<file path="src/hw/rtl/tlar_pkg.sv">
// Shared constants and types for the triangle log2 area ratio block.
package tlar_pkg;
    localparam logic [1:0] CASE_NORMAL   = 2'd0;
    localparam logic [1:0] CASE_BOTH_0   = 2'd1;
    localparam logic [1:0] CASE_REF_0    = 2'd2;
    localparam logic [1:0] CASE_CLAMPED  = 2'd3;
    localparam int SQ_WIDTH = 192;
    localparam logic [63:0] L4_Q32 = (64'd13 << 32) + 64'd1235715261;
    typedef logic signed [SQ_WIDTH-1:0] sq_t;
endpackage

</file>
<file path="src/hw/rtl/tlar_log2.sv">
// Iterative log2 of a squared magnitude: bit search then one squaring per fraction bit.
module tlar_log2 import tlar_pkg::*; #(
    parameter int FRAC = 17
) (
    input  logic                   aclk,
    input  logic                   aresetn,
    input  logic                   start,
    input  logic [SQ_WIDTH-1:0]    value,
    output logic [31:0]            mul_op,
    input  logic [63:0]            mul_sq,
    output logic                   done,
    output logic signed [FRAC+9:0] result
);
    localparam int PW = $clog2(SQ_WIDTH);
    localparam int CW = $clog2(FRAC + 1) + 1;
    localparam logic [1:0] ST_IDLE = 2'd0, ST_FIND = 2'd1, ST_SQ = 2'd2;

    logic [1:0]            state_reg, state_next;
    logic [SQ_WIDTH-1:0]   val_reg, val_next;
    logic [PW-1:0]         pos_reg, pos_next;
    logic [31:0]           m_reg, m_next;
    logic [CW-1:0]         cnt_reg, cnt_next;
    logic [FRAC-1:0]       frac_reg, frac_next;
    logic [32:0]           msh;

    // squaring runs on the parent's shared multiplier
    assign mul_op = m_reg;
    assign msh    = mul_sq[63:31];

    always_comb begin
        state_next = state_reg;
        val_next   = val_reg;
        pos_next   = pos_reg;
        m_next     = m_reg;
        cnt_next   = cnt_reg;
        frac_next  = frac_reg;
        done       = 1'b0;
        case (state_reg)
            ST_IDLE: begin
                if (start) begin
                    val_next   = value;
                    pos_next   = PW'(SQ_WIDTH - 1);
                    state_next = ST_FIND;
                end
            end
            ST_FIND: begin
                if (val_reg[SQ_WIDTH-1] || pos_reg == '0) begin
                    m_next     = val_reg[SQ_WIDTH-1 -: 32];
                    cnt_next   = '0;
                    state_next = ST_SQ;
                end else begin
                    val_next = val_reg << 1;
                    pos_next = pos_reg - 1'b1;
                end
            end
            ST_SQ: begin
                if (cnt_reg == CW'(FRAC)) begin
                    done       = 1'b1;
                    state_next = ST_IDLE;
                end else begin
                    if (msh[32]) begin
                        m_next    = msh[32:1];
                        frac_next = {frac_reg[FRAC-2:0], 1'b1};
                    end else begin
                        m_next    = msh[31:0];
                        frac_next = {frac_reg[FRAC-2:0], 1'b0};
                    end
                    cnt_next = cnt_reg + 1'b1;
                end
            end
            default: state_next = ST_IDLE;
        endcase
    end

    assign result = $signed({2'b00, pos_reg, frac_reg});

    always_ff @(posedge aclk) begin
        if (!aresetn) begin
            state_reg <= ST_IDLE;
        end else begin
            state_reg <= state_next;
        end
        val_reg  <= val_next;
        pos_reg  <= pos_next;
        m_reg    <= m_next;
        cnt_reg  <= cnt_next;
        frac_reg <= frac_next;
    end
endmodule

</file>
<file path="config.mk">
export PLATFORM = sky130hd
export DESIGN_NAME = tlar_log2
export DESIGN_NICKNAME = d
export VERILOG_FILES = /design/src/hw/rtl/tlar_pkg.sv /design/src/hw/rtl/tlar_log2.sv
export SDC_FILE = /design/constraint.sdc
export NUM_CORES = 1
export LEC_CHECK = 0
export ABC_AREA = 1
export BUFFER_PORTS_ARGS = -buffer_cell sky130_fd_sc_hd__buf_2
export CAP_MARGIN = 20
export CORE_MARGIN = 4
export CORE_UTILIZATION = 35
export CTS_BUF_LIST = sky130_fd_sc_hd__clkbuf_2 sky130_fd_sc_hd__clkbuf_4 sky130_fd_sc_hd__clkbuf_8
export DETAILED_ROUTE_END_ITERATION = 6
export PLACE_DENSITY_LB_ADDON = 0.12
export SKIP_CTS_REPAIR_TIMING = 1
export SYNTH_ARGS = -nofsm -noshare
export SYNTH_HDL_FRONTEND = slang
export SYNTH_SLANG_ARGS = --single-unit
</file>
<file path="constraint.sdc">
create_clock -name aclk -period 18.25 [get_ports aclk]
set_clock_uncertainty 0.05 [all_clocks]
set_input_delay 2.7375 -clock aclk [delete_from_list [all_inputs] [get_ports aclk]]
set_output_delay 2.7375 -clock aclk [all_outputs]
set_load 0.02 [all_outputs]
</file>
==> impl_metrics.json, run 1 <==
{
  "final_cell_mix": "nand2_1, buf_2, edfxtp_1, nor2_1, inv_1",
  "crit_slowest_cell": "buf_4",
  "antenna_found_initial": 6,
  "period_needed_ns": 4.41,
  "clock_sinks": 257,
  "synth-seq-area-share_pct": 69.4,
  "tightest_slew_ns": 1.07,
  "rows": 64,
  "totalWireLength_um": 27200,
  "cts_root_buf": "clkbuf_8",
  "startpoint_type": "primary input",
  "final_common_cell": "nand2_1",
  "start_util_pct": 35.9,
  "cts_tree": "built",
  "place_area_mm2": 0.0128,
  "largest_register_ffs": 192,
  "drive_above_1_share_pct": 26.4,
  "hold_violations": 0,
  "dr.pass1.iters": 5,
  "hold_depth": 0,
  "grt_pass1_vias": 7709,
  "startpoint": "start",
  "synth.cell_area_mm2": 0.0111,
  "dr_total_vias": 8127,
  "min_to": "frac_reg[2]",
  "endpoint_kind": "register",
  "crit_fanout": 74,
  "status": "finished clean",
  "ioPinCount": 319,
  "port-buffer-count": 285,
  "p_leak_nw": 6.10,
  "critical_path.max_stage_delay_ns": 0.89,
  "min-delay-start": "frac_reg[1]",
  "detailed_place_hpwl_um": 17400,
  "max_freq_mhz": 227,
  "worstRegToRegCells": 5,
  "avgRoutedWirePerCell_um": 15.2,
  "h-tree-depth": 2,
  "grt_use_total_pct": 14.6,
  "fp.dieH_um": 186,
  "chipWidth_um": 186,
  "gp_congestion": 0.784,
  "ys_ff_latch": 257,
  "cts_made_buffers": 45,
  "path_cells": "buf_2, nand2_1, nand2_4, buf_4",
  "crit_type": "in -> reg",
  "ys_types": 22,
  "synth_cells": 1073,
  "design_area_mm2": 0.0136,
  "ant_nets": 0,
  "dieArea_mm2": 0.0346,
  "hp-class": "reg -> reg",
  "grt_max_degree": 144,
  "rsz0062_at_grt": "no",
  "synth.avg_cell_area_um2": 10.3,
  "crit_arrival_ns": 4.51,
  "drc": 0,
  "reg2reg_from": "state_reg[0]",
  "fin_crit_sh_pct": 24.2,
  "grt.overflow.total": 0,
  "drv_slew": 0,
  "ir_worst_vdd_v": 0.0000518,
  "path_clk_slew_ns": 0.06,
  "setup_tns_ns": 0,
  "finalSetupViolations": 0,
  "relSlewSlack_pct": 28.7,
  "fill_cells": 3100,
  "area_growth_pct": 22.7,
  "clockBufferDepth": 3,
  "cap_violations": 0,
  "r2r_setup_slack_ns": 14.70,
  "grt_pass1_wl_um": 40400,
  "clock_latency_ns": 0.54,
  "vias_per_cell": 4.56,
  "ff_latch_area_mm2": 0.00770,
  "cp_data_required_time_ns": 18.35,
  "yosysWarnings": 0,
  "core_area_mm2": 0.0309,
  "r2r-end": "val_reg[80]",
  "multi_input_area_mm2": 0.00291,
  "power.density_mw_per_mm2": 110,
  "nets": 1617,
  "drt_iter0_markers": 460
}
[where the power goes]
part	leakage (nW)	internal (W)	total, W	switching (W)
Clock	0.439	0.000269	0.000500	0.000231
Combinational	3.21	0.0000664	0.000214	0.000148
Sequential	2.45	0.000764	0.000786	0.0000221
[worst max path at each step]
stage | to | cells past startpoint
global placement | val_reg[105] | 4
global route | val_reg[80] | 4
floorplan | pos_reg[0] | 2
detailed placement | val_reg[68] | 4
finish | val_reg[80] | 4
CTS | val_reg[69] | 4
[through the flow]
step | hold slack, ns | utilization (%) | instances | power [W] | setup slack, ns
3_5_place_dp | 0.379 | 41.3 | 1703 | 0.00102 | 13.23
3_3_place_gp | 0.378 | 41.3 | 1703 | 0.00101 | 13.23
5_1_grt | 0.404 | 44.0 | 1782 | 0.00158 | 13.68
6_report | 0.394 | 44.0 | 1783 | 0.00150 | 13.84
2_1_floorplan | 0.437 | - | 1074 | 0.000949 | 10.58
4_1_cts | 0.389 | 44.0 | 1780 | 0.00152 | 13.80
[synthesized netlist by cell type]
| cell type | n | share of area (%) |
|---|---|---|
| clkbuf_1 | 6 | 0.20 |
| nand3_1 | 5 | 0.23 |
| inv_1 | 48 | 1.6 |
| dfxtp_1 | 2 | 0.36 |
| edfxtp_1 | 255 | 69 |
| clkbuf_2 | 1 | 0.045 |
| buf_2 | 39 | 1.8 |
| nand2_2 | 1 | 0.056 |
| o22ai_1 | 31 | 1.7 |
| nor3_1 | 2 | 0.090 |
| o21ai_0 | 36 | 1.6 |
| nor2_1 | 52 | 1.8 |
| ha_1 | 4 | 0.45 |
| conb_1 | 1 | 0.034 |
| nand2_1 | 535 | 18 |
| o21ai_1 | 32 | 1.4 |
| xor2_1 | 1 | 0.079 |
| a21oi_1 | 7 | 0.32 |
| nor2_2 | 1 | 0.056 |
| buf_4 | 11 | 0.75 |
| buf_6 | 1 | 0.10 |
| inv_2 | 2 | 0.068 |
[layout make-up]
class,instances,area share [%]
sequential,257,56.6
multi-input combinational,709,21.4
clock buffer,65,5.66
timing repair buffer,291,10.8
inverter,50,1.40
clock inverter,12,0.414
tap,396,3.64
antenna,3,0.0552
[logic make-up (layout without fill, tap and decap cells)]
group,after synthesis,after routing,synth area share (%)
flops,257,257,69.4
buf+inv,108,418,4.55
fa+ha+maj,4,4,0.452
simple gates,596,596,20.3
other cells,1,5,0.0338
compound gates,106,106,5.14
xor+xnor,1,1,0.0790
[worst max-delay path: cells and delay by family]
family / cells / cell delay, ns
buffers and inverters: 2 / 0.96
AND/OR/NAND/NOR: 2 / 0.75
[routing by layer]
layer	track usage [%]	wire length [um]	vias up
met3	4.14	1880	60
li1	-	-	4115
met1	19.8	12000	3721
met4	4.84	673	6
met5	0	41	-
met2	22.8	12500	225
Note: power is estimated with default switching activity, not from simulation.
==> run 2, diff against run 1 <==
==> constraint.sdc (replaced) <==
create_clock -name aclk -period 4.6 [get_ports aclk]
set_clock_uncertainty 0.05 [all_clocks]
set_input_delay 0.69 -clock aclk [delete_from_list [all_inputs] [get_ports aclk]]
set_output_delay 0.69 -clock aclk [all_outputs]
set_load 0.02 [all_outputs]
==> run 2 against run 1 <==
Die area stayed put. Register-to-register slack got worse by 13 ns. Setup slack got worse by 12 ns. Clock power rose to 4.1 times the previous value. Combinational power rose to 4.1 times the previous value. Core utilization is 0.45 points higher. Sequential share of layout area down 0.58 points. Sequential cell count stayed put. Count of clock-buffer cells in the layout fell by 4. Non-clock buffer count up 4. Highest routed layer unchanged.
==> impl_metrics.json, run 2 (same netlist as run 1, synthesis figures left out) <==
{
  "status": "finished clean",
  "cap_violations": 0,
  "power.density_mw_per_mm2": 438,
  "area_growth_pct": 24.0,
  "path_cells": "nor2_4, buf_4, inv_1, nor2_1, buf_2",
  "rows": 64,
  "grt_max_degree": 92,
  "tightest_slew_ns": 0.953,
  "clock_sinks": 257,
  "crit_slowest_cell": "buf_4",
  "pre_cts_ws_ns": 1.77,
  "ir_worst_vdd_v": 0.000221,
  "h-tree-depth": 2,
  "drive_above_1_share_pct": 26.3,
  "start_util_pct": 35.9,
  "place_inst": 1706,
  "final_common_cell": "nand2_1",
  "cp_num_cells": 5,
  "totalWireLength_um": 27300,
  "worstRegToRegCells": 7,
  "max_freq_mhz": 345,
  "gp_congestion": 0.779,
  "cts_root_buf": "clkbuf_8",
  "p_leak_nw": 6.16,
  "finalSetupViolations": 0,
  "grt.overflow.total": 0,
  "drv_slew": 0,
  "detailed_place_hpwl_um": 17700,
  "fin_crit_sh_pct": 62.9,
  "fill_cells": 3080,
  "critical_path.max_stage_delay_ns": 0.48,
  "largest_register_ffs": 192,
  "nets": 1623,
  "hold_depth": 3,
  "endpoint_kind": "primary output",
  "hp-class": "in -> reg",
  "rsz0062_at_grt": "no",
  "ant_nets": 0,
  "final_cell_mix": "nand2_1, buf_2, edfxtp_1, nor2_1, clkbuf_8",
  "top_layer": "met5",
  "clock_latency_ns": 0.55,
  "avgRoutedWirePerCell_um": 15.2,
  "port-buffer-count": 285,
  "cts_tree": "built",
  "path_buf_inv": 3,
  "relSlewSlack_pct": 36.5,
  "core_area_mm2": 0.0309,
  "cts_made_buffers": 47,
  "fp.dieH_um": 186,
  "vias_per_cell": 4.58,
  "dieArea_mm2": 0.0346,
  "crit_type": "reg -> out",
  "multi_input_area_mm2": 0.00292,
  "hold_slack_ns": 0.355,
  "hold_violations": 0,
  "ioPinCount": 319,
  "period_needed_ns": 2.90,
  "antenna_found_initial": 6,
  "dr_total_vias": 8235,
  "grt_pass1_wl_um": 41500,
  "chipWidth_um": 186,
  "startpoint_type": "register",
  "path_clk_slew_ns": 0.06,
  "layout_setup_ws_ns": 1.70,
  "grt_pass1_vias": 7970,
  "post-route-util_pct": 44.5,
  "wl_met3_um": 1940,
  "dr.pass1.iters": 5,
  "drt_iter0_markers": 469,
  "final_cells": 1797,
  "drc": 0,
  "grt_use_total_pct": 15.0,
  "setup_tns_ns": 0,
  "cp_data_required_time_ns": 3.86,
  "critical-path-top-delay-family": "buffers and inverters",
  "ff_latch_area_mm2": 0.00770,
  "clockBufferDepth": 3,
  "crit_fanout": 66,
  "drt-met1-wl_um": 11900,
  "crit_arrival_ns": 2.16,
  "routed-wl-met2_um": 12600
}
## run 2: cell types whose count changed in the layout (fill, tap and decap cells not counted), sizes merged
cell	change
clkinv	+13
buf	+4
clkbuf	-4
diode	+2
clkinvlp	-1
## run 2: layout make-up
type                    count  area share [%]
inverters                  50            1.38
multi-input cells         709            21.3
clock inverters            24           0.728
flip-flops and latches    257            56.0
repair buffers            295            11.3
clock buffers              61            5.56
well taps                 396            3.61
diodes                      5          0.0911
## run 2: worst paths after layout
check	from	to	slack, ns
worst max-delay path	state_reg[0]	done	1.70
worst min register to register	frac_reg[3]	frac_reg[4]	0.39
worst max register to register	pos_reg[0]	mul_op[10]	1.80
worst min-delay path	aresetn	state_reg[0]	0.35
## run 2: routing by layer
metal  vias to the layer above  global-route usage [%]
met1                      3773                    20.0
met3                        69                    4.14
met5                         -                       0
met2                       247                    23.7
li1                       4142                       -
met4                         4                    5.57
## run 2: stage by stage
| step | cell area (um^2) | power (W) |
|---|---|---|
| finish | 13700 | 0.00601 |
| global route | 13700 | 0.00636 |
| CTS | 13700 | 0.00612 |
| detailed placement | 12800 | 0.00405 |
| global placement | 12800 | 0.00403 |
| floorplan | 11100 | 0.00374 |
## run 2: where the power goes
part / total (W) / internal (W) / switching [W]
sequential: 0.00312 / 0.00303 / 0.0000886
combinational: 0.000870 / 0.000277 / 0.000592
clock: 0.00203 / 0.00108 / 0.000949
## run 2: tightest hold or removal path, stage by stage
cell     delay (ns)
buf_2          0.09
inv_1          0.06
a21oi_1        0.04
